<file path="src/design/dew_pkg.sv">
`timescale 1ns / 1ps
// ----------------------------------------------------------------------------
// dew_pkg
// Shared types and arithmetic steps for the Dirac energy weighting pipeline.
// ----------------------------------------------------------------------------
package dew_pkg;

    localparam int DIV_STAGES  = 32;  // two quotient bits per stage
    localparam int SQRT_STAGES = 32;  // one root bit per stage

    typedef struct packed {
        logic        valid;
        logic        neg;
        logic [15:0] m;
        logic [63:0] x;
    } mul_out_t;

    typedef struct packed {
        logic        valid;
        logic        neg;
        logic [63:0] q;
    } div_out_t;

    typedef struct packed {
        logic        valid;
        logic        neg;
        logic [31:0] root;
    } sqrt_out_t;

    typedef struct packed {
        logic [15:0] rem;
        logic [63:0] n;
    } div_st_t;

    typedef struct packed {
        logic [33:0] rem;
        logic [31:0] root;
    } sqrt_st_t;

    // one restoring divide step: next dividend bit in, quotient bit out
    function automatic div_st_t div_step(div_st_t s, logic [15:0] m);
        div_st_t     r;
        logic [16:0] t;
        logic        qb;
        t  = {s.rem, s.n[63]};
        qb = (t >= {1'b0, m});
        if (qb) begin
            t = t - {1'b0, m};
        end
        r.rem = t[15:0];
        r.n   = {s.n[62:0], qb};
        return r;
    endfunction

    // one digit-by-digit square root step on a pair of radicand bits
    function automatic sqrt_st_t sqrt_step(sqrt_st_t s, logic [1:0] pair);
        sqrt_st_t    r;
        logic [35:0] t;
        logic [35:0] trial;
        t     = {s.rem, pair};
        trial = {2'b00, s.root, 2'b01};
        if (t >= trial) begin
            t      = t - trial;
            r.root = {s.root[30:0], 1'b1};
        end else begin
            r.root = {s.root[30:0], 1'b0};
        end
        r.rem = t[33:0];
        return r;
    endfunction

endpackage

</file>
<file path="src/design/dew_sqrt.sv">
`timescale 1ns / 1ps
// ----------------------------------------------------------------------------
// dew_sqrt
// Pipelined integer square root, 64-bit radicand to 32-bit truncated root.
// ----------------------------------------------------------------------------
module dew_sqrt import dew_pkg::*; (
    input  logic      aclk,
    input  logic      aresetn,
    input  logic      adv,
    input  div_out_t  in,
    output sqrt_out_t out
);

    logic        v_reg   [SQRT_STAGES];
    logic        neg_reg [SQRT_STAGES];
    logic [63:0] rad_reg [SQRT_STAGES];
    sqrt_st_t    st_reg  [SQRT_STAGES];

    genvar k;
    generate
        for (k = 0; k < SQRT_STAGES; k++) begin : g_stage
            logic        v_in, neg_in;
            logic [63:0] rad_in;
            sqrt_st_t    s_in, s_out;

            if (k == 0) begin : g_first
                assign v_in      = in.valid;
                assign neg_in    = in.neg;
                assign rad_in    = in.q;
                assign s_in.rem  = 34'd0;
                assign s_in.root = 32'd0;
            end else begin : g_next
                assign v_in   = v_reg[k-1];
                assign neg_in = neg_reg[k-1];
                assign rad_in = rad_reg[k-1];
                assign s_in   = st_reg[k-1];
            end

            assign s_out = sqrt_step(s_in, rad_in[63:62]);

            always_ff @(posedge aclk) begin
                if (!aresetn) begin
                    v_reg[k] <= 1'b0;
                end else if (adv) begin
                    v_reg[k] <= v_in;
                end
            end

            always_ff @(posedge aclk) begin
                if (adv) begin
                    neg_reg[k] <= neg_in;
                    rad_reg[k] <= {rad_in[61:0], 2'b00};
                    st_reg[k]  <= s_out;
                end
            end
        end
    endgenerate

    assign out.valid = v_reg[SQRT_STAGES-1];
    assign out.neg   = neg_reg[SQRT_STAGES-1];
    assign out.root  = st_reg[SQRT_STAGES-1].root;

endmodule

</file>
<file path="config.mk">
export PLATFORM = sky130hd
export DESIGN_NAME = dew_sqrt
export DESIGN_NICKNAME = d
export VERILOG_FILES = /design/src/design/dew_pkg.sv /design/src/design/dew_sqrt.sv
export SDC_FILE = /design/constraint.sdc
export NUM_CORES = 2
export LEC_CHECK = 0
export CORE_MARGIN = 3
export CORE_UTILIZATION = 55
export CTS_CLUSTER_DIAMETER = 60
export CTS_CLUSTER_SIZE = 25
export DETAILED_ROUTE_END_ITERATION = 8
export DONT_BUFFER_PORTS = 1
export PLACE_DENSITY = 0.7
export SYNTH_ARGS = -nofsm -noshare
export SYNTH_HDL_FRONTEND = slang
export SYNTH_MEMORY_MAX_BITS = 65536
export SYNTH_SLANG_ARGS = --single-unit
</file>
<file path="constraint.sdc">
create_clock -name aclk -period 5.1 [get_ports aclk]
set_clock_uncertainty 0.15 [all_clocks]
set_input_delay 0.51 -clock aclk [delete_from_list [all_inputs] [get_ports aclk]]
set_output_delay 0.51 -clock aclk [all_outputs]
set_load 0.03 [all_outputs]
</file>
After elaboration in Yosys (flattened, before gate mapping)

Memory sizes are Yosys's and may differ from the RTL's.
Index checks and enable logic that the tools add are counted.

Output and inout bits: 34
Bits in latches: 0
Bits in registers: 0
Input port bits: 69
Memories: 4
Bits in read-only memories: 0
Memory bits (writable): 4,160
Word-level logic and storage cells: 201

$lt $le $gt $ge: 32
Reductions and logical operators: 0
Add/sub/neg operators: 32
Equal/unequal tests: 0
Bitwise logic cells: 32
Shift-type cells: 0
$mul: 0
Div/mod/pow operators: 0
Mux-type cells: 101

Memory list:

| name    | depth | bits a word | read ports | clocked after Yosys merged registers in | write ports | line           | RTL |
|---|---|---|---|---|---|---|---|
| st_reg  | 32    | 66          | 32         | 0                                       | 32          | dew_sqrt.sv:17 | `sqrt_st_t st_reg [SQRT_STAGES];` |
| rad_reg | 32    | 62          | 31         | 0                                       | 32          | dew_sqrt.sv:16 | `logic [63:0] rad_reg [SQRT_STAGES];` |
| neg_reg | 32    | 1           | 32         | 0                                       | 32          | dew_sqrt.sv:15 | `logic neg_reg [SQRT_STAGES];` |
| v_reg   | 32    | 1           | 32         | 0                                       | 32          | dew_sqrt.sv:14 | `logic v_reg [SQRT_STAGES];` |

Operator list:

| operator            | count |
|---|---|
| $ge 36x34->1        | 31 |
| $mux 34             | 32 |
| $sub 34x34->34      | 31 |
| $mux 1              | 69 |
| $or 1x1->1          | 32 |
| $sub 2x1->3 const B | 1 |
| $ge 2x1->1 const B  | 1 |

Depth between registers and ports, before layout

Depth after elaboration: 4
Gate-level depth with buffers: 15
Mapped depth without buffers: 13

Least setup slack after synthesis

Ideal clock, no wire load.

Path kind: register to register
From: memory st_reg[0][173] (netlist name)
To: memory st_reg[0][261] (netlist name), data pin
Arrival: 3.681 ns
Buffers on the path: 3
Clock period less this slack: 4.102 ns
Slack: 0.998 ns
Setup time: 0.271 ns
Cell stages (with the launch flop): 13
Cells stage by stage: edfxtp_1 -> or4_1 -> or3_4 -> or4_4 -> or3_1 -> buf_2 -> or4_1 -> or4b_1 -> buf_2 -> nand3_2 -> buf_6 -> nor4_1 -> xor2_1

RTL lines:

| what        | line |
|---|---|
| from (decl) | dew_sqrt.sv:17 |

==> impl_metrics.yaml <==
finish:
  ff_latch_area_um2: 77700
  drive_gt1_frac: 0.0570
  multi_input_area_um2: 38500
  final_util: 0.603
  fill_cells: 16500
  syn_to_final_growth_pct: 8.76
  finalNonFillerCells: 12200
  largest_reg_flops: 1531
  finish.net_count: 9855
sta:
  period_minus_slack_ns: 4.73
  grt_setup_unrepaired: "no"
  slew_headroom: -0.0344
  finalHoldViolCount: 0
  tightest_slew_ns: 1.55
  drv_slew: 166
  fmax_mhz: 212
  fin_crit_sh: 0.927
  setup-tns-final_ns: 0
  setup_viol: 0
  holdWs_ns: 0.0876
synthesis:
  synth_most_common_cell: "edfxtp_1"
  yosys-top-cells-area: "edfxtp_1 (65%), ha_1 (5.9%), xor2_1 (3.2%), xnor2_1 (3.0%), a21oi_1 (2.4%)"
  yosysWarnings: 0
  postSynth.asyncResetShare: 0
  synth-seq-cells: 2587
  synth_top_cells_by_count: "edfxtp_1 (2586), inv_1 (701), nor2_1 (583)"
  ys_seq_area_frac: 0.650
  synth_area_um2: 119000
  synthDistinctLibCells: 90
  synthesis.nets: 9739
  syn_inst: 9108
  synth_edf_count: 2586
  synth_top_area_cell: "edfxtp_1"
  synth.avg_cell_area_um2: 13.1
  ys.flop_type: "edfxtp_1"
  yosys.area.top_type_share: 0.650
global_route:
  overflow: 0
  antenna_found_initial: 1
  grt_pass1_vias: 68100
  grt_start_max_net_pins: 284
  grt_pass1_wl_mm: 362
  track_usage: 0.201
critical_path:
  cp.arrival_ns: 5.11
  start_kind: "primary input"
  path_class: "primary input to flip-flop"
  r2r-start: "st_reg[6][167]$_DFFE_PP_"
  r2r_cells: 12
  critPathMaxFanout: 283
  critPathCaptureType: "flip-flop"
  reg2reg_to: "st_reg[6][260]$_DFFE_PP_"
  r2r_slack_ns: 0.57
  crit_required_ns: 5.48
pwr:
  power.density_nw_per_um2: 425
  leakage_nw: 49.5
  max-vdd-ir-drop_mv: 0.357
  p_total_mw: 55.1
floorplan:
  die_w_um: 472
  die_area_um2: 223000
  rows: 170
  ios: 103
  fp.coreArea_um2: 215000
  start_util: 0.555
  die_h_um: 472
clock_network:
  cts.path.max_buffers: 3
  clk_pin_slew_ns: 0.09
  cts.sinks: 2587
  cts_made_buffers: 176
  postCtsSetupBuffers: 0
  clockRootBuffer: "clkbuf_16"
  cts_max_level: 4
  cts_tree: "yes"
  worstSkewPairLatency_ns: 0.83
worst_hold_path:
  hold_path_depth: 1
  whs_endpoint: "rad_reg[7][49]$_DFFE_PP_"
  hold_path.class: "primary input to flip-flop"
  min_from: "adv"
route:
  vias_per_cell: 5.68
  drt_first_iter_violations: 5060
  antenna_left: 0
  drc: 0
  drt-pass1-iter-count: 6
  wl_mm: 227
  routedWlPerCell_um: 18.6
  vias: 69300
job:
  max_cap_violations: 0
status:
  status: "complete, but fails checks"
  violations: "slew limit"
place:
  hpwl_mm: 161
  gp_congestion: 0.906
  dpl.cell_count: 11800
  numPortBuffers: 0
==> where the power goes <==
group / internal, mW / switching, mW / leakage [nW]
registers: 26.8 / 1.83 / 24.9
logic: 4.87 / 6.65 / 21.6
clock network: 7.29 / 7.73 / 2.96
==> cell usage in the layout (no fill, tap or decap), types with 43 or more instances in the layout <==
cell type / Yosys / layout
edfxtp_1: 2586 / 2586
or3_1: 84 / 84
nor2_1: 583 / 583
nand4_1: 101 / 101
buf_4: 0 / 43
o21bai_1: 45 / 44
xnor2_1: 413 / 413
a211oi_1: 50 / 50
a31oi_1: 49 / 48
nand2_1: 525 / 525
o31ai_1: 52 / 52
inv_1: 701 / 701
xor2_1: 432 / 432
nor3_1: 246 / 246
nand3_1: 140 / 140
or4_1: 60 / 60
or2_2: 54 / 54
a21o_1: 265 / 265
a21oi_1: 577 / 576
nor2b_1: 90 / 90
mux2_2: 86 / 86
o21a_1: 107 / 107
nor4_1: 113 / 112
ha_1: 562 / 562
nand2b_1: 125 / 125
clkbuf_16: 0 / 178
o21ai_0: 412 / 411
and3_1: 65 / 65
dlygate4sd3_1: 0 / 69
==> layer usage <==
layer,share of wire,GRT usage
met5,0,0
met4,0.037,0.0741
met3,0.036,0.0256
met2,0.50,0.350
met1,0.43,0.260
==> worst max-delay path, stage by stage <==
cell	delay (ns)
dlygate4sd3_1	0.65
buf_16	0.37
buf_16	0.66
buf_16	0.79
buf_16	0.71
nand2b_1	0.42
buf_12	0.24
==> worst max-delay path by stage <==
stage               cells after the start                       end                     start  slack [ns]
finish                                  7    v_reg[0][10]$_DFFE_PP_                       adv        0.37
global route                            7    v_reg[0][13]$_DFFE_PP_                       adv        0.07
CTS                                    12  st_reg[6][260]$_DFFE_PP_  st_reg[6][167]$_DFFE_PP_        0.65
detailed placement                      5     v_reg[1][2]$_DFFE_PP_                       adv        0.33
global placement                        5     v_reg[1][1]$_DFFE_PP_                       adv        0.46
floorplan                              12  st_reg[0][261]$_DFFE_PP_  st_reg[0][173]$_DFFE_PP_         1.0
==> stage by stage <==
step / instance area (µm²) / setup WS [ns]
finish: 130000 / 0.372
CTS: 130000 / 0.649
floorplan: 119000 / 0.998
global route: 130000 / 0.0683
detailed placement: 123000 / 0.328
global placement: 123000 / 0.463
==> layout make-up <==
type,instances,area share
Antenna cell,2,0.0000385
Clock buffer,187,0.0346
Clock inverter,129,0.0128
Inverter,703,0.0203
Multi-Input combinational cell,5630,0.296
Sequential cell,2587,0.598
Tap cell,2838,0.0273
Timing Repair Buffer,126,0.0107
==> timing repair <==
action	4_1_cts	5_1_grt
endpoints found under the hold margin	245	69
gates resized for setup	0	0
hold buffers	69	1
==> logic make-up after synthesis <==
| family | count (synthesis) | synth area share |
|---|---|---|
| flip-flops | 2587 | 0.650 |
| adder cells (fa/ha/maj) | 562 | 0.0589 |
| buffers and inverters | 891 | 0.0282 |
| other | 1 | 0.0000314 |
| XOR/XNOR | 845 | 0.0620 |
| AND/OR/NAND/NOR | 2327 | 0.0975 |
| AO/OA/AOI/OAI | 1797 | 0.0938 |
| multiplexers | 98 | 0.00913 |
No activity file was read; power rests on OpenSTA's default activity.
