`config.mk`:
```
export PLATFORM = sky130hd
export DESIGN_NAME = dew_mul
export DESIGN_NICKNAME = d
export VERILOG_FILES = /design/src/design/dew_pkg.sv /design/src/design/dew_mul.sv
export SDC_FILE = /design/constraint.sdc
export NUM_CORES = 2
export LEC_CHECK = 0
export ABC_AREA = 0
export BUFFER_PORTS_ARGS = -buffer_cell sky130_fd_sc_hd__buf_2
export CORE_MARGIN = 1
export CORE_UTILIZATION = 45
export CTS_BUF_LIST = sky130_fd_sc_hd__clkbuf_16
export DETAILED_ROUTE_END_ITERATION = 10
export PLACE_DENSITY_LB_ADDON = 0.1
export RECOVER_POWER = 25
export SYNTH_ARGS = -nofsm -noshare
export SYNTH_HDL_FRONTEND = slang
export SYNTH_SLANG_ARGS = --single-unit
```
`constraint.sdc`:
```
create_clock -name aclk -period 8.3 [get_ports aclk]
set_clock_uncertainty 0.1 [all_clocks]
set_input_delay 0.83 -clock aclk [delete_from_list [all_inputs] [get_ports aclk]]
set_output_delay 0.83 -clock aclk [all_outputs]
set_load 0.01 [all_outputs]
```
`src/design/dew_pkg.sv`:
```
`timescale 1ns / 1ps
// ----------------------------------------------------------------------------
// dew_pkg
// Shared types and arithmetic steps for the Dirac energy weighting pipeline.
// ----------------------------------------------------------------------------
package dew_pkg;

    localparam int DIV_STAGES  = 32;  // two quotient bits per stage
    localparam int SQRT_STAGES = 32;  // one root bit per stage

    typedef struct packed {
        logic        valid;
        logic        neg;
        logic [15:0] m;
        logic [63:0] x;
    } mul_out_t;

    typedef struct packed {
        logic        valid;
        logic        neg;
        logic [63:0] q;
    } div_out_t;

    typedef struct packed {
        logic        valid;
        logic        neg;
        logic [31:0] root;
    } sqrt_out_t;

    typedef struct packed {
        logic [15:0] rem;
        logic [63:0] n;
    } div_st_t;

    typedef struct packed {
        logic [33:0] rem;
        logic [31:0] root;
    } sqrt_st_t;

    // one restoring divide step: next dividend bit in, quotient bit out
    function automatic div_st_t div_step(div_st_t s, logic [15:0] m);
        div_st_t     r;
        logic [16:0] t;
        logic        qb;
        t  = {s.rem, s.n[63]};
        qb = (t >= {1'b0, m});
        if (qb) begin
            t = t - {1'b0, m};
        end
        r.rem = t[15:0];
        r.n   = {s.n[62:0], qb};
        return r;
    endfunction

    // one digit-by-digit square root step on a pair of radicand bits
    function automatic sqrt_st_t sqrt_step(sqrt_st_t s, logic [1:0] pair);
        sqrt_st_t    r;
        logic [35:0] t;
        logic [35:0] trial;
        t     = {s.rem, pair};
        trial = {2'b00, s.root, 2'b01};
        if (t >= trial) begin
            t      = t - trial;
            r.root = {s.root[30:0], 1'b1};
        end else begin
            r.root = {s.root[30:0], 1'b0};
        end
        r.rem = t[33:0];
        return r;
    endfunction

endpackage

```
`src/design/dew_mul.sv`:
```
`timescale 1ns / 1ps
// ----------------------------------------------------------------------------
// dew_mul
// Magnitudes, divisor floor and the product 4*d*d*|e|, in a register pipeline.
// ----------------------------------------------------------------------------
module dew_mul import dew_pkg::*; (
    input  logic        aclk,
    input  logic        aresetn,
    input  logic        adv,
    input  logic        in_valid,
    input  logic [31:0] energy_sample,
    input  logic [15:0] dirac_sample,
    input  logic [14:0] magnitude_floor,
    output mul_out_t    out
);

    logic [31:0] emag;
    logic [15:0] dmag;
    logic [15:0] fl;

    logic        v1_reg, neg1_reg;
    logic [15:0] m1_reg;
    logic [15:0] dmag1_reg;
    logic [31:0] emag1_reg;
    logic [30:0] dsq_reg;
    logic [31:0] emag2_reg;
    logic        v2_reg, neg2_reg;
    logic [15:0] m2_reg;
    logic [61:0] prod;
    logic        v3_reg, neg3_reg;
    logic [15:0] m3_reg;
    logic [63:0] x3_reg;

    assign emag = energy_sample[31] ? (32'd0 - energy_sample) : energy_sample;
    assign dmag = dirac_sample[15] ? (16'd0 - dirac_sample) : dirac_sample;
    assign fl   = (magnitude_floor == 15'd0) ? 16'd1 : {1'b0, magnitude_floor};
    assign prod = 62'(dsq_reg) * 62'(emag2_reg);

    always_ff @(posedge aclk) begin
        if (!aresetn) begin
            v1_reg <= 1'b0;
            v2_reg <= 1'b0;
            v3_reg <= 1'b0;
        end else if (adv) begin
            v1_reg <= in_valid;
            v2_reg <= v1_reg;
            v3_reg <= v2_reg;
        end
    end

    always_ff @(posedge aclk) begin
        if (adv) begin
            neg1_reg  <= dirac_sample[15];
            m1_reg    <= (dmag > fl) ? dmag : fl;
            dmag1_reg <= dmag;
            emag1_reg <= emag;
            neg2_reg  <= neg1_reg;
            m2_reg    <= m1_reg;
            dsq_reg   <= 31'(32'(dmag1_reg) * 32'(dmag1_reg));
            emag2_reg <= emag1_reg;
            neg3_reg  <= neg2_reg;
            m3_reg    <= m2_reg;
            x3_reg    <= {prod, 2'b00};
        end
    end

    assign out.valid = v3_reg;
    assign out.neg   = neg3_reg;
    assign out.m     = m3_reg;
    assign out.x     = x3_reg;

endmodule

```
* Yosys cells after proc, flatten, opt, wreduce, memory -nomap -nowiden
Index checks and enable logic that the tools add are counted.
** Word-level totals
- Logic and storage cells :: 25
- Flip-flop bits (word level) :: 227
- Input bits :: 67
- Output and inout port bits :: 82
** Cells by class
- Reductions and logical operators :: 1
- Mux-type cells :: 4
- Magnitude comparators :: 1
- Add/sub/neg operators :: 2
- Multipliers :: 2
** Operator list (number)
- 31-bit by 32-bit multiplier with 62-bit output :: 1
- 16-bit two-way mux :: 2
- 1-bit by 32-bit subtractor with 32-bit output (first input constant) :: 1
- 16-bit by 16-bit multiplier with 31-bit output :: 1
- 31-bit two-way mux :: 1
- 16-bit by 15-bit > comparator with 1-bit output :: 1
- 1-bit by 16-bit subtractor with 16-bit output (first input constant) :: 1
- 15-bit zero test :: 1
- 15-bit two-way mux :: 1

* Logic depth before layout (Yosys ltp)
- Word-level depth :: 4
- Gate-level depth with buffers :: 29
- Gate-level depth less buffers :: 27

* Least setup slack after synthesis
OpenSTA, ideal clock, no wires.
- Path type :: flip-flop to flip-flop
- From :: register dsq_reg[7]
- To :: register x3_reg[52] (data pin)
- Arrival time :: 7.185 ns
- Cell stages (with the launch flop) :: 26
- Period minus slack after synthesis :: 7.540 ns
- Path slack :: 0.760 ns
- Path buffers :: 2
- Required time :: 7.945 ns
- Setup time :: 0.255 ns
- Path through :: edfxtp_1 -> clkbuf_1 -> and2_1 -> fa_1 -> fa_1 -> inv_1 -> fa_1 -> fa_1 -> inv_1 -> fa_1 -> fa_1 -> fa_1 -> inv_1 -> fa_1 -> inv_1 -> ha_1 -> clkbuf_1 -> nand2_1 -> nor4_1 -> nand2_1 -> a21oi_1 -> o211ai_1 -> or4_1 -> o211a_1 -> or3_1 -> and3_1
** On the way
- Longest elaborated chain between the ends :: 1
** Ends and longest elaborated chain
- start: declaration :: RTL line dew_mul.sv:25 : logic [30:0] dsq_reg;
- start signal: assignment :: RTL line dew_mul.sv:59 : dsq_reg <= 31'(32'(dmag1_reg) * 32'(dmag1_reg));
- 31-bit by 32-bit multiplier with 62-bit output :: RTL line dew_mul.sv:37 : assign prod = 62'(dsq_reg) * 62'(emag2_reg);
- net prod[50] :: RTL line dew_mul.sv:29 : logic [61:0] prod;
- end signal: assignment :: RTL line dew_mul.sv:63 : x3_reg <= {prod, 2'b00};
- end: declaration :: RTL line dew_mul.sv:32 : logic [63:0] x3_reg;
The timed path passes the listed nets, and every way through them passes these cells.
A chain may end at the register's enable or synchronous reset.

* Final worst setup path
- From :: register emag2_reg[28]
- To :: register x3_reg[55] (data pin)
** On the way
- Longest elaborated chain between the ends :: 1
** Ends and longest elaborated chain
- start: declaration :: RTL line dew_mul.sv:26 : logic [31:0] emag2_reg;
- start signal: assignment :: RTL line dew_mul.sv:60 : emag2_reg <= emag1_reg;
- 31-bit by 32-bit multiplier with 62-bit output :: RTL line dew_mul.sv:37
- net prod[53] :: RTL line dew_mul.sv:29
The timed path passes the listed nets, and every way through them passes these cells.

==> results <==
- The number of clock sinks is 226.
- The number of warnings issued by yosys is 0.
- The path category of the worst min-delay check is reg -> reg.
- For this block, the via count after detailed routing is 31.85k.
- Compared with the post-synthesis result, the final layout area differs by 8.640%.
- The final number of hold-violating endpoints is 0.
- The area taken by flip-flops and latches is 0.006756 mm^2.
- The flow ran to the end, but the final reports show violations.
- The number of filler instances in the final layout is 9776.
- The XOR/XNOR share of the synthesized area is 0.02522.
- Of the cells placed in the final design, the portion with a size suffix greater than 1 is 0.07295.
- The clock passes through at most 3 buffers.
- Yosys mapped a number of flops with a built-in enable equal to 223.
- Before CTS, the worst setup slack after placement is 125.1 ps.
- The cell sitting at the root of the clock tree is a sky130_fd_sc_hd__clkbuf_16.
- STA puts the critical path data arrival time at 8180 ps.
- CTS built an H-tree with a depth of 1.
- For this run, the leading register cell type out of synthesis is sky130_fd_sc_hd__edfxtp_1.
- Buffers placed on the I/O ports in this run total 146.
- The via count of the first global-routing pass was 35.06k.
- The detailed router finished its first iteration with 1529 violations.
- The worst-margin pin slew is 4247 ps.
- A synthesized cell averages 9.857 um^2.
- The half-perimeter wire length after detailed placement is 101.8 mm.
- The number of flip-flops in the largest register is 62.
- The worst-case hold slack is 307.3 ps.
- The required time reported for the critical path endpoint is 8550 ps.
- The die is 326.0 um wide.
- The cell count after synthesis came out at 4792.
- The kind of start point of the critical path is a flop.
- The clock input transition at the sequential cells of the worst setup and hold paths is 70 ps.
- Once detail routing completed, the nets flagged for antenna violations numbered 0.
- After detailed routing, the number of vias per cell comes to 5.076.
- The floorplan die area is 0.1063 mm^2.
- The number of antenna diodes in the final layout is 0.
- In the final layout, the multi-input gates occupy 0.03541 mm^2.
- The final setup slack of the worst path is 374.3 ps.
- The count of standard-cell rows is 118.
- The number of detailed-routing iterations run before antenna repair is 8.
- The category of the most critical setup path is reg -> reg.
- The remaining routing DRC violations is 0.
- The number of hold buffers added after cts is 0.
- The number of storage elements in the synthesis netlist is 226.
- Summed over all layers, the global routing overflow is 0.
- The final critical-path share of the clock period is 0.9549.
- After synthesis, the share of cell area in mux cells is 0.004900.
- The global-route usage over all layers is 0.2396.
- Setup repair after global routing left no endpoint under its margin.
- The clock tree from TritonCTS is built.
- In this run the count of I/O pins placed on the die edge is 149.
- Of the total synthesized cell area, the portion taken by full adders, half adders and majority gates is 0.5260.
- The first-pass GRT wire length is 196.6 mm.
- Based on the critical path, the design can be clocked at up to 0.1262 GHz.
- The post-route core utilization is 0.4944.
- The average wire length per cell after detail routing is 19.44 um.
- The highest fanout seen on the critical path is 13.
- The effective utilization at floorplan is 0.4551.
- The final critical-path required period is 7926 ps.
- The largest family of logic cells by synthesized area is adder cells.
- The number of antenna violations at the first check in global routing is 2.
- In the final timing run, aggregate negative setup slack is 0 ps.
- The final max-slew violation count came to 71.
- The sequential fraction of the synthesis area is 0.1430.
- The checks that failed: capacitance limit, slew limit.
- The worst max-slew margin expressed relative to the limit is -1.832.
- The insertion delay to the later sink of the worst-skew pair is 620 ps.
- After the last flow step, the layout net total stands at 6326.
- After floorplanning, the core was sized to cover 0.1038 mm^2.
- The post-synthesis cell type count is 62.
- The congestion estimate from routability-driven global placement came to 0.9342.
- Of the total synthesized cell area, the portion taken by AND, OR, NAND and NOR gates is 0.1491.
- The final setup violation count is 0.
- The compound-cell area share of the yosys netlist is 0.04397.
- The pin count of the biggest net entering global routing is 157.
- The netlist area before placement is 0.04724 mm^2.
- The die boundary height is 326.0 um.
- Counting flops with an async set or reset pin after synthesis yields a share of 0.
- The number of buffers created by CTS is 28.
- The nature of the critical path endpoint is a flop.
- The final routed wirelength across all metal layers is 122.0 mm.
- The max-capacitance violation count is 1.
## worst max-delay path, cell delays in order (launching register included)
cell                        delay (ps)
sky130_fd_sc_hd__edfxtp_1          760
sky130_fd_sc_hd__buf_4             270
sky130_fd_sc_hd__and2_1            150
sky130_fd_sc_hd__fa_1              480
sky130_fd_sc_hd__fa_1              550
sky130_fd_sc_hd__inv_1              50
sky130_fd_sc_hd__fa_1              480
sky130_fd_sc_hd__fa_1              510
sky130_fd_sc_hd__fa_1              490
sky130_fd_sc_hd__inv_1              60
sky130_fd_sc_hd__fa_1              460
sky130_fd_sc_hd__fa_1              620
sky130_fd_sc_hd__ha_1              280
sky130_fd_sc_hd__ha_1              270
sky130_fd_sc_hd__a21o_1            180
sky130_fd_sc_hd__a21o_1            190
sky130_fd_sc_hd__a21oi_1           280
sky130_fd_sc_hd__nand3b_1          160
sky130_fd_sc_hd__a211oi_1          220
sky130_fd_sc_hd__o21ai_0           230
sky130_fd_sc_hd__a2111oi_1         460
sky130_fd_sc_hd__buf_4             190
sky130_fd_sc_hd__nor2_1             50
sky130_fd_sc_hd__xor2_1            140
## final timing paths
check,from,endpoint,slack [ps],cells after the start
worst max-delay path,emag2_reg[28],x3_reg[55],370,23
worst min-delay path,emag1_reg[28],emag2_reg[28],310,0
worst max register to register,emag2_reg[28],x3_reg[55],370,23
worst min register to register,emag1_reg[28],emag2_reg[28],310,0
## cells in the mapped netlist (9+ instances only)
| cell | count | area [um^2] |
|---|---|---|
| sky130_fd_sc_hd__and3_1 | 9 | 56.30 |
| sky130_fd_sc_hd__a31oi_1 | 12 | 75.07 |
| sky130_fd_sc_hd__mux2_2 | 17 | 191.4 |
| sky130_fd_sc_hd__o31ai_1 | 20 | 150.1 |
| sky130_fd_sc_hd__nand4_1 | 15 | 93.84 |
| sky130_fd_sc_hd__nor4_1 | 9 | 56.30 |
| sky130_fd_sc_hd__nand2b_1 | 14 | 87.58 |
| sky130_fd_sc_hd__inv_1 | 1115 | 4185 |
| sky130_fd_sc_hd__fa_1 | 998 | 19980 |
| sky130_fd_sc_hd__clkbuf_1 | 223 | 837.1 |
| sky130_fd_sc_hd__o21bai_1 | 18 | 135.1 |
| sky130_fd_sc_hd__o41ai_1 | 10 | 87.58 |
| sky130_fd_sc_hd__nor3_1 | 16 | 80.08 |
| sky130_fd_sc_hd__edfxtp_1 | 223 | 6696 |
| sky130_fd_sc_hd__a211oi_1 | 9 | 67.56 |
| sky130_fd_sc_hd__xor2_1 | 30 | 262.8 |
| sky130_fd_sc_hd__a21oi_1 | 96 | 480.5 |
| sky130_fd_sc_hd__nor2_1 | 72 | 270.3 |
| sky130_fd_sc_hd__a21o_1 | 41 | 307.8 |
| sky130_fd_sc_hd__nand2_1 | 476 | 1787 |
| sky130_fd_sc_hd__ha_1 | 389 | 4867 |
| sky130_fd_sc_hd__o21ai_0 | 77 | 385.4 |
| sky130_fd_sc_hd__o21a_1 | 9 | 67.56 |
| sky130_fd_sc_hd__nand3_1 | 31 | 155.2 |
| sky130_fd_sc_hd__nor2b_1 | 19 | 118.9 |
| sky130_fd_sc_hd__and2_1 | 646 | 4041 |
| sky130_fd_sc_hd__xnor2_1 | 106 | 928.4 |
## metrics by stage
| stage | instances | area [um^2] |
|---|---|---|
| global route | 6274 | 51320 |
| detailed placement | 6208 | 50220 |
| floorplan | 4794 | 47240 |
| CTS | 6260 | 51170 |
| global placement | 6208 | 50220 |
| finish | 6274 | 51320 |
## final cells by class
class	instances	area share
Clock buffer	28	0.01365
Clock inverter	24	0.004803
Inverter	1115	0.08156
Multi-Input combinational cell	3218	0.6900
Sequential cell	226	0.1317
Tap cell	1380	0.03365
Timing Repair Buffer	283	0.04467
## logic make-up after synthesis
| family | after synthesis |
|---|---|
| and+or+nand+nor | 1342 |
| buffers and inverters | 1350 |
| adders and majority gates | 1387 |
| AOI/OAI and AO/OA | 329 |
| xor gates and xnor gates | 136 |
| other | 1 |
| muxes | 21 |
| DFF | 226 |
## layout by cell type (no fill, tap or decap), types with 28 or more instances in the layout
cell type	instances
sky130_fd_sc_hd__a21o_1	41
sky130_fd_sc_hd__a21oi_1	94
sky130_fd_sc_hd__clkbuf_16	28
sky130_fd_sc_hd__fa_1	998
sky130_fd_sc_hd__xor2_1	30
sky130_fd_sc_hd__buf_4	94
sky130_fd_sc_hd__inv_1	1118
sky130_fd_sc_hd__and2_1	646
sky130_fd_sc_hd__buf_12	43
sky130_fd_sc_hd__edfxtp_1	223
sky130_fd_sc_hd__buf_2	142
sky130_fd_sc_hd__o21ai_0	77
sky130_fd_sc_hd__nand2_1	476
sky130_fd_sc_hd__ha_1	389
sky130_fd_sc_hd__xnor2_1	106
sky130_fd_sc_hd__nor2_1	72
sky130_fd_sc_hd__nand3_1	31
## per-layer routing
layer | global-route usage | share of wire
met1 | 0.2899 | 0.40
met2 | 0.4463 | 0.54
met3 | 0.01827 | 0.029
met4 | 0.08145 | 0.038
met5 | 0 | 0
## timing repair
item / CTS / global route
setup buffers: 0 / 14
resized for setup: 0 / 4
endpoints found under the setup margin: 0 / 9
Power is not shown: default switching activity piles up to over one toggle a cycle in this logic, so the estimate is an artifact.
