**config.mk**
```make
export PLATFORM = sky130hd
export DESIGN_NAME = dew_div
export DESIGN_NICKNAME = d
export VERILOG_FILES = /design/src/design/dew_pkg.sv /design/src/design/dew_div.sv
export SDC_FILE = /design/constraint.sdc
export NUM_CORES = 2
export LEC_CHECK = 0
export BUFFER_PORTS_ARGS = -buffer_cell sky130_fd_sc_hd__buf_4
export CAP_MARGIN = 20
export CORE_UTILIZATION = 60
export CTS_CLUSTER_SIZE = 24
export DETAILED_ROUTE_END_ITERATION = 10
export PLACE_DENSITY_LB_ADDON = 0.2
export SLEW_MARGIN = 10
export SYNTH_ARGS = -nofsm -noshare
export SYNTH_HDL_FRONTEND = slang
export SYNTH_SLANG_ARGS = --single-unit
export TNS_END_PERCENT = 20
```
**constraint.sdc**
```tcl
create_clock -name aclk -period 8.2 [get_ports aclk]
set_input_delay 1.64 -clock aclk [delete_from_list [all_inputs] [get_ports aclk]]
set_output_delay 1.64 -clock aclk [all_outputs]
set_load 0.02 [all_outputs]
```
**src/design/dew_pkg.sv**
```systemverilog
`timescale 1ns / 1ps
// ----------------------------------------------------------------------------
// dew_pkg
// Shared types and arithmetic steps for the Dirac energy weighting pipeline.
// ----------------------------------------------------------------------------
package dew_pkg;

    localparam int DIV_STAGES  = 32;  // two quotient bits per stage
    localparam int SQRT_STAGES = 32;  // one root bit per stage

    typedef struct packed {
        logic        valid;
        logic        neg;
        logic [15:0] m;
        logic [63:0] x;
    } mul_out_t;

    typedef struct packed {
        logic        valid;
        logic        neg;
        logic [63:0] q;
    } div_out_t;

    typedef struct packed {
        logic        valid;
        logic        neg;
        logic [31:0] root;
    } sqrt_out_t;

    typedef struct packed {
        logic [15:0] rem;
        logic [63:0] n;
    } div_st_t;

    typedef struct packed {
        logic [33:0] rem;
        logic [31:0] root;
    } sqrt_st_t;

    // one restoring divide step: next dividend bit in, quotient bit out
    function automatic div_st_t div_step(div_st_t s, logic [15:0] m);
        div_st_t     r;
        logic [16:0] t;
        logic        qb;
        t  = {s.rem, s.n[63]};
        qb = (t >= {1'b0, m});
        if (qb) begin
            t = t - {1'b0, m};
        end
        r.rem = t[15:0];
        r.n   = {s.n[62:0], qb};
        return r;
    endfunction

    // one digit-by-digit square root step on a pair of radicand bits
    function automatic sqrt_st_t sqrt_step(sqrt_st_t s, logic [1:0] pair);
        sqrt_st_t    r;
        logic [35:0] t;
        logic [35:0] trial;
        t     = {s.rem, pair};
        trial = {2'b00, s.root, 2'b01};
        if (t >= trial) begin
            t      = t - trial;
            r.root = {s.root[30:0], 1'b1};
        end else begin
            r.root = {s.root[30:0], 1'b0};
        end
        r.rem = t[33:0];
        return r;
    endfunction

endpackage

```
**src/design/dew_div.sv**
```systemverilog
`timescale 1ns / 1ps
// ----------------------------------------------------------------------------
// dew_div
// Pipelined restoring divider, 64-bit dividend by 16-bit divisor.
// ----------------------------------------------------------------------------
module dew_div import dew_pkg::*; (
    input  logic     aclk,
    input  logic     aresetn,
    input  logic     adv,
    input  mul_out_t in,
    output div_out_t out
);

    logic        v_reg   [DIV_STAGES];
    logic        neg_reg [DIV_STAGES];
    logic [15:0] m_reg   [DIV_STAGES];
    div_st_t     st_reg  [DIV_STAGES];

    genvar k;
    generate
        for (k = 0; k < DIV_STAGES; k++) begin : g_stage
            logic        v_in, neg_in;
            logic [15:0] m_in;
            div_st_t     s_in, s_mid, s_out;

            if (k == 0) begin : g_first
                assign v_in     = in.valid;
                assign neg_in   = in.neg;
                assign m_in     = in.m;
                assign s_in.rem = 16'd0;
                assign s_in.n   = in.x;
            end else begin : g_next
                assign v_in   = v_reg[k-1];
                assign neg_in = neg_reg[k-1];
                assign m_in   = m_reg[k-1];
                assign s_in   = st_reg[k-1];
            end

            always_comb begin
                s_mid = div_step(s_in, m_in);
                s_out = div_step(s_mid, m_in);
            end

            always_ff @(posedge aclk) begin
                if (!aresetn) begin
                    v_reg[k] <= 1'b0;
                end else if (adv) begin
                    v_reg[k] <= v_in;
                end
            end

            always_ff @(posedge aclk) begin
                if (adv) begin
                    neg_reg[k] <= neg_in;
                    m_reg[k]   <= m_in;
                    st_reg[k]  <= s_out;
                end
            end
        end
    endgenerate

    assign out.valid = v_reg[DIV_STAGES-1];
    assign out.neg   = neg_reg[DIV_STAGES-1];
    assign out.q     = st_reg[DIV_STAGES-1].n;

endmodule

```
Yosys cells after proc, flatten, opt, wreduce, memory -nomap -nowiden

Memory sizes are Yosys's and may differ from the RTL's.
Index checks and enable logic that the tools add are counted.

Add/subtract/negate cells: 64
$lt $le $gt $ge: 64
Muxes and demuxes: 101
Bitwise logic cells: 32

Operators by type and width:

| cell                           | count |
|---|---|
| >= comparator 17 x 16 -> 1 bit | 63 |
| 2-to-1 mux 16 bit              | 64 |
| subtractor 16 bit              | 63 |
| 2-to-1 mux 1 bit               | 37 |
| bitwise OR 1 bit               | 32 |
| >= comparator 1 x 16 -> 1 bit  | 1 |
| subtractor 1 x 16 -> 16 bit    | 1 |

Memories kept: 4
Output and inout bits: 66
Register bits: 0
Input bits: 85
Bits in writable memories: 3136

Memories:

| memory  | depth | bits a word | read ports | clocked after memory_dff | write ports | RTL line      | source |
|---|---|---|---|---|---|---|---|
| st_reg  | 32    | 80          | 32         | 0                        | 32          | dew_div.sv:17 | `div_st_t st_reg [DIV_STAGES];` |
| m_reg   | 32    | 16          | 31         | 0                        | 32          | dew_div.sv:16 | `logic [15:0] m_reg [DIV_STAGES];` |
| neg_reg | 32    | 1           | 32         | 0                        | 32          | dew_div.sv:15 | `logic neg_reg [DIV_STAGES];` |
| v_reg   | 32    | 1           | 32         | 0                        | 32          | dew_div.sv:14 | `logic v_reg [DIV_STAGES];` |

Longest topological paths before layout

An unclocked memory read counts as a cell.

Word-level depth: 5
Gate-level depth with buffers: 25
Mapped depth without buffers: 22

Least setup slack after synthesis

No wires, ideal clock.

Path type: register to register
Start point: memory m_reg[24][1] (netlist: m_reg[1][129])
End point: memory st_reg[1][791] (netlist name), data pin
Arrival time: 5.909 ns
Data required time: 7.940 ns
Stages on the path, launching flop included: 22
Setup slack: 2.032 ns
Buffers on the path: 2
Library setup time: 0.260 ns
Cells stage by stage: edfxtp_1 inv_1 ha_1 nor2b_1 o31a_1 o41ai_1 o31ai_1 a221o_1 o32ai_1 buf_2 mux2i_1 ha_1 nor2b_1 o31ai_1 a21oi_1 o22a_1 a221oi_1 o21ai_0 a221o_1 a31oi_2 buf_2 mux2_2

RTL lines:

| element            | RTL line |
|---|---|
| start: declaration | dew_div.sv:16 |
| end: declaration   | dew_div.sv:17 |

==> flow_summary.html <==
<table>
<tr><th>Metric</th><th>Value</th></tr>
<tr><th colspan="2">Flow run</th></tr>
<tr><td>Max Cap Viol</td><td>0</td></tr>
<tr><th colspan="2">Critical path</th></tr>
<tr><td>Largest driver fanout on the critical path</td><td>27</td></tr>
<tr><td>Worst reg-to-reg path cell count</td><td>19</td></tr>
<tr><td>Stage delay of the slowest cell on the critical path</td><td>790 ps</td></tr>
<tr><td>Worst path cell trace</td><td>inv_1 -&gt; ha_1 -&gt; nor2b_1 -&gt; o211ai_1 -&gt; a21oi_1 -&gt; o21ai_0 -&gt; o221a_2 -&gt; o21a_1 -&gt; o21ai_0 -&gt; ha_1 -&gt; nor2b_1 -&gt; o31a_1 -&gt; o41ai_1 -&gt; o211ai_1 -&gt; a21oi_1 -&gt; nor4b_1 -&gt; nor3_1 -&gt; and3_1 -&gt; mux2_2</td></tr>
<tr><td>Worst setup path class</td><td>reg2reg</td></tr>
<tr><td>Category of the worst setup path launch point</td><td>flip-flop</td></tr>
<tr><td>CP Capture Type</td><td>flip-flop</td></tr>
<tr><td>R2R Path Start</td><td>m_reg[0][33]</td></tr>
<tr><td>First element of the critical path</td><td>m_reg[0][33]</td></tr>
<tr><td>Crit path max-delay cell type</td><td>sky130_fd_sc_hd__and3_1</td></tr>
<tr><td>Required time of the worst setup path</td><td>8830 ps</td></tr>
<tr><td>WP data arrival</td><td>about 7700 ps</td></tr>
<tr><th colspan="2">STA</th></tr>
<tr><td>Setup repair after global routing missed its margin</td><td>no</td></tr>
<tr><td>Max-slew headroom</td><td>27.10%</td></tr>
<tr><td>Fin crit period</td><td>7027 ps</td></tr>
<tr><td>Period utilisation layout</td><td>85.69%</td></tr>
<tr><td>Total Negative Setup Slacks</td><td>0 ps</td></tr>
<tr><td>Number of failing hold endpoints at the final stage</td><td>0</td></tr>
<tr><td>Clock Skew</td><td>89.04 ps</td></tr>
<tr><td>Timing-limited maximum frequency</td><td>between 100 and 150 MHz</td></tr>
<tr><td>Slew @ Worst Pin</td><td>between 1000 and 1500 ps</td></tr>
<tr><td>Hold Slack</td><td>340.0 ps</td></tr>
<tr><td>Number of failing setup endpoints in the final timing report</td><td>0</td></tr>
<tr><td>Max-slew violations</td><td>0</td></tr>
<tr><th colspan="2">Synthesis</th></tr>
<tr><td>Post-Syn Area per Cell</td><td>13.68 um2</td></tr>
<tr><td>Synthesized flop and latch total</td><td>3104</td></tr>
<tr><td>Proportion of netlist area held by the largest area contributor</td><td>62.29%</td></tr>
<tr><td>Proportion of register bits with asynchronous set or reset after synthesis</td><td>0%</td></tr>
<tr><td>Most repeated cell in the gate-level netlist after synthesis</td><td>sky130_fd_sc_hd__edfxtp_1</td></tr>
<tr><td>Count of different cell masters after synthesis</td><td>93</td></tr>
<tr><td>Cell Area, Synth</td><td>149600 um2</td></tr>
<tr><td>Top cells by area in the synthesized netlist</td><td>sky130_fd_sc_hd__edfxtp_1 62%, sky130_fd_sc_hd__ha_1 8.4%, sky130_fd_sc_hd__mux2_2 4.4%</td></tr>
<tr><td>Synthesis Warnings</td><td>0</td></tr>
<tr><td>Syn Nets</td><td>12089</td></tr>
<tr><td>Post-synth top area cell</td><td>sky130_fd_sc_hd__edfxtp_1</td></tr>
<tr><td>Post-synth EDFFs</td><td>3103</td></tr>
<tr><td>Most common library cells after synthesis</td><td>3103 x sky130_fd_sc_hd__edfxtp_1, 1010 x sky130_fd_sc_hd__ha_1, 848 x sky130_fd_sc_hd__inv_1</td></tr>
<tr><td>Sequential fraction of the synthesis area</td><td>between 60 and 70%</td></tr>
<tr><td>Gate count after technology mapping</td><td>10932</td></tr>
<tr><td>Most used flip-flop cell after synthesis</td><td>sky130_fd_sc_hd__edfxtp_1</td></tr>
<tr><th colspan="2">Detailed routing</th></tr>
<tr><td>Number of nets still failing antenna checks after routing</td><td>0</td></tr>
<tr><td>Total iterations of the first detailed-routing run</td><td>6</td></tr>
<tr><td>Total Wirelength</td><td>301700 um</td></tr>
<tr><td>Wire length per cell after detailed routing</td><td>approximately 20 um</td></tr>
<tr><td>Post-detailed-route DRC marker count</td><td>0</td></tr>
<tr><td>Via count of the routed design</td><td>87609</td></tr>
<tr><td>Initial detailed-routing violation count</td><td>6689</td></tr>
<tr><td>Drt via density</td><td>between 5 and 6</td></tr>
<tr><th colspan="2">Die</th></tr>
<tr><td>Core footprint</td><td>246800 um2</td></tr>
<tr><td>Width of the die</td><td>about 500 um</td></tr>
<tr><td>Starting density of the core</td><td>roughly three fifths</td></tr>
<tr><td>Number of top-level pins</td><td>151</td></tr>
<tr><td># rows</td><td>182</td></tr>
<tr><td>Chip height</td><td>501.3 um</td></tr>
<tr><td>Total Die Area</td><td>251300 um2</td></tr>
<tr><th colspan="2">Cells and area</th></tr>
<tr><td>Layout fillers</td><td>17298</td></tr>
<tr><td>Max reg flops</td><td>between 2000 and 3000</td></tr>
<tr><td>Area overhead of the layout relative to synthesis</td><td>10.92%</td></tr>
<tr><td>Share of post-route cells with drive strength above 1</td><td>12.19%</td></tr>
<tr><td># nets final</td><td>~13000</td></tr>
<tr><th colspan="2">Worst hold path</th></tr>
<tr><td>Number of cells traversed by the worst hold path</td><td>0</td></tr>
<tr><td>Origin of the worst min-delay path</td><td>st_reg[1][757]</td></tr>
<tr><td>Class of the most critical hold timing path</td><td>reg2reg</td></tr>
<tr><th colspan="2">CTS</th></tr>
<tr><td>Clk pin slew, worst setup/hold paths</td><td>60 ps</td></tr>
<tr><td>Clock latency on the worst-skew pair</td><td>slightly below 1000 ps</td></tr>
<tr><td>Hold-fix buffers, CTS</td><td>0</td></tr>
<tr><td>Max clock buf depth</td><td>4</td></tr>
<tr><td>Number of CTS-inserted buffers</td><td>329</td></tr>
<tr><td>Post_cts resized</td><td>0</td></tr>
<tr><td>Buffers inserted during post-CTS setup optimization</td><td>0</td></tr>
<tr><td>Number of sinks handled by clock tree synthesis</td><td>3104</td></tr>
<tr><td>H-Tree Depth</td><td>5</td></tr>
<tr><td>CTS tree</td><td>done</td></tr>
<tr><td>CTS Root Cell</td><td>sky130_fd_sc_hd__clkbuf_16</td></tr>
<tr><th colspan="2">GRT</th></tr>
<tr><td>Number of antenna violations at the first check in global routing</td><td>2</td></tr>
<tr><td>Pin count of the biggest net entering global routing</td><td>186</td></tr>
<tr><td>GRT Total Usage</td><td>23.83%</td></tr>
<tr><td>Total overflow reported by the global router</td><td>0</td></tr>
<tr><td>Wire length of the first global-routing pass</td><td>474300 um</td></tr>
<tr><td>Number of global-route vias before repair</td><td>86400</td></tr>
<tr><th colspan="2">Placement</th></tr>
<tr><td>Placer's final routability congestion estimate</td><td>between 0.9 and 1</td></tr>
<tr><td>Detailed-placement wirelength estimate</td><td>213100 um</td></tr>
<tr><td>Number of I/O port buffers</td><td>150</td></tr>
<tr><th colspan="2">Run status</th></tr>
<tr><td>Run status</td><td>completed</td></tr>
</table>
[worst paths after layout]
kind | slack (ps) | endpoint
worst max-delay path | 1170 | st_reg[0][314]
worst min-delay path | 340 | st_reg[1][839]
worst max register to register | 1170 | st_reg[0][314]
worst min register to register | 340 | st_reg[1][839]
[through the flow]
step                      cells  setup slack (ps)  area, um2  utilization (%)
after floorplan           10932              2032     149600                -
after global placement    14337              1388     155200            62.86
after detailed placement  14337              1294     155200            62.86
after CTS                 14916              1236     165900            67.21
after global routing      14918             632.6     165900            67.22
final                     14919              1173     165900            67.22
[layout make-up]
type,instances,area (um2),share of cell area (%)
clock buffers,361,8396,5.060
flip-flops and latches,3104,93200,56.17
clock inverters,218,2347,1.415
multi-input cells,6840,52680,31.75
inverters,851,3194,1.925
repair buffers,231,1954,1.178
well taps,3312,4144,2.498
diodes,2,5.005,0.003016
[critical path, delay by kind of cell (launching register included)]
family / cells / cell delay, ps
buffers and inverters: 1 / 210
flip-flops: 1 / 400
AND/OR/NAND/NOR: 5 / 1390
multiplexers: 1 / 420
AO/OA/AOI/OAI: 10 / 3640
adder cells (fa/ha/maj): 2 / 670
[kinds of logic (layout without fill, tap and decap cells)]
| group | Yosys count | after routing | share of synthesized area [%] |
|---|---|---|---|
| multiplexers | 643 | 643 | 4.799 |
| flip-flops | 3104 | 3104 | 62.31 |
| AND/OR/NAND/NOR | 2023 | 2023 | 6.535 |
| XOR/XNOR | 751 | 751 | 4.397 |
| buffers and inverters | 988 | 1661 | 2.509 |
| AO/OA/AOI/OAI | 2351 | 2351 | 10.18 |
| adder cells (fa/ha/maj) | 1072 | 1072 | 9.278 |
| other | 0 | 2 | 0 |
[metal layers]
layer  wire length, um  track usage (%)
met5                 0                0
met4              8089            6.829
met2            139600            38.04
met3             13060            2.860
met1            140900            34.49
[layout by cell type (no fill, tap or decap), types with 32 or more instances in the layout]
master                      Yosys  final
sky130_fd_sc_hd__a21oi_1      624    624
sky130_fd_sc_hd__a21o_1       273    273
sky130_fd_sc_hd__or3_1         45     45
sky130_fd_sc_hd__nand3_1      171    171
sky130_fd_sc_hd__ha_1        1010   1010
sky130_fd_sc_hd__mux2i_1       50     50
sky130_fd_sc_hd__nand4_1      134    134
sky130_fd_sc_hd__a211oi_1      83     83
sky130_fd_sc_hd__buf_4          1    214
sky130_fd_sc_hd__o21ai_0      553    552
sky130_fd_sc_hd__edfxtp_1    3103   3103
sky130_fd_sc_hd__and3_1        76     76
sky130_fd_sc_hd__bufinv_16      0     40
sky130_fd_sc_hd__mux2_2       584    584
sky130_fd_sc_hd__nor4_1        36     36
sky130_fd_sc_hd__o21a_1       164    164
sky130_fd_sc_hd__or2_2         32     32
sky130_fd_sc_hd__o31ai_1       62     61
sky130_fd_sc_hd__a31oi_1       77     77
sky130_fd_sc_hd__fa_1          62     62
sky130_fd_sc_hd__nor2b_1      100    100
sky130_fd_sc_hd__a211o_1       36     36
sky130_fd_sc_hd__nor3_1       152    152
sky130_fd_sc_hd__and2_1        40     40
sky130_fd_sc_hd__inv_1        848    848
sky130_fd_sc_hd__clkbuf_16      0    331
sky130_fd_sc_hd__nand2_1      508    508
sky130_fd_sc_hd__xor2_1       243    243
sky130_fd_sc_hd__clkinv_1       3     52
sky130_fd_sc_hd__xnor2_1      508    508
sky130_fd_sc_hd__clkinv_2       0     58
sky130_fd_sc_hd__o31a_1        46     46
sky130_fd_sc_hd__nor2_1       544    544
sky130_fd_sc_hd__o21bai_1      90     90
sky130_fd_sc_hd__nand2b_1     105    105
Power is left out: the tool's default activity adds up to more than one toggle a clock period on the data nets, which glitch-free logic cannot reach.
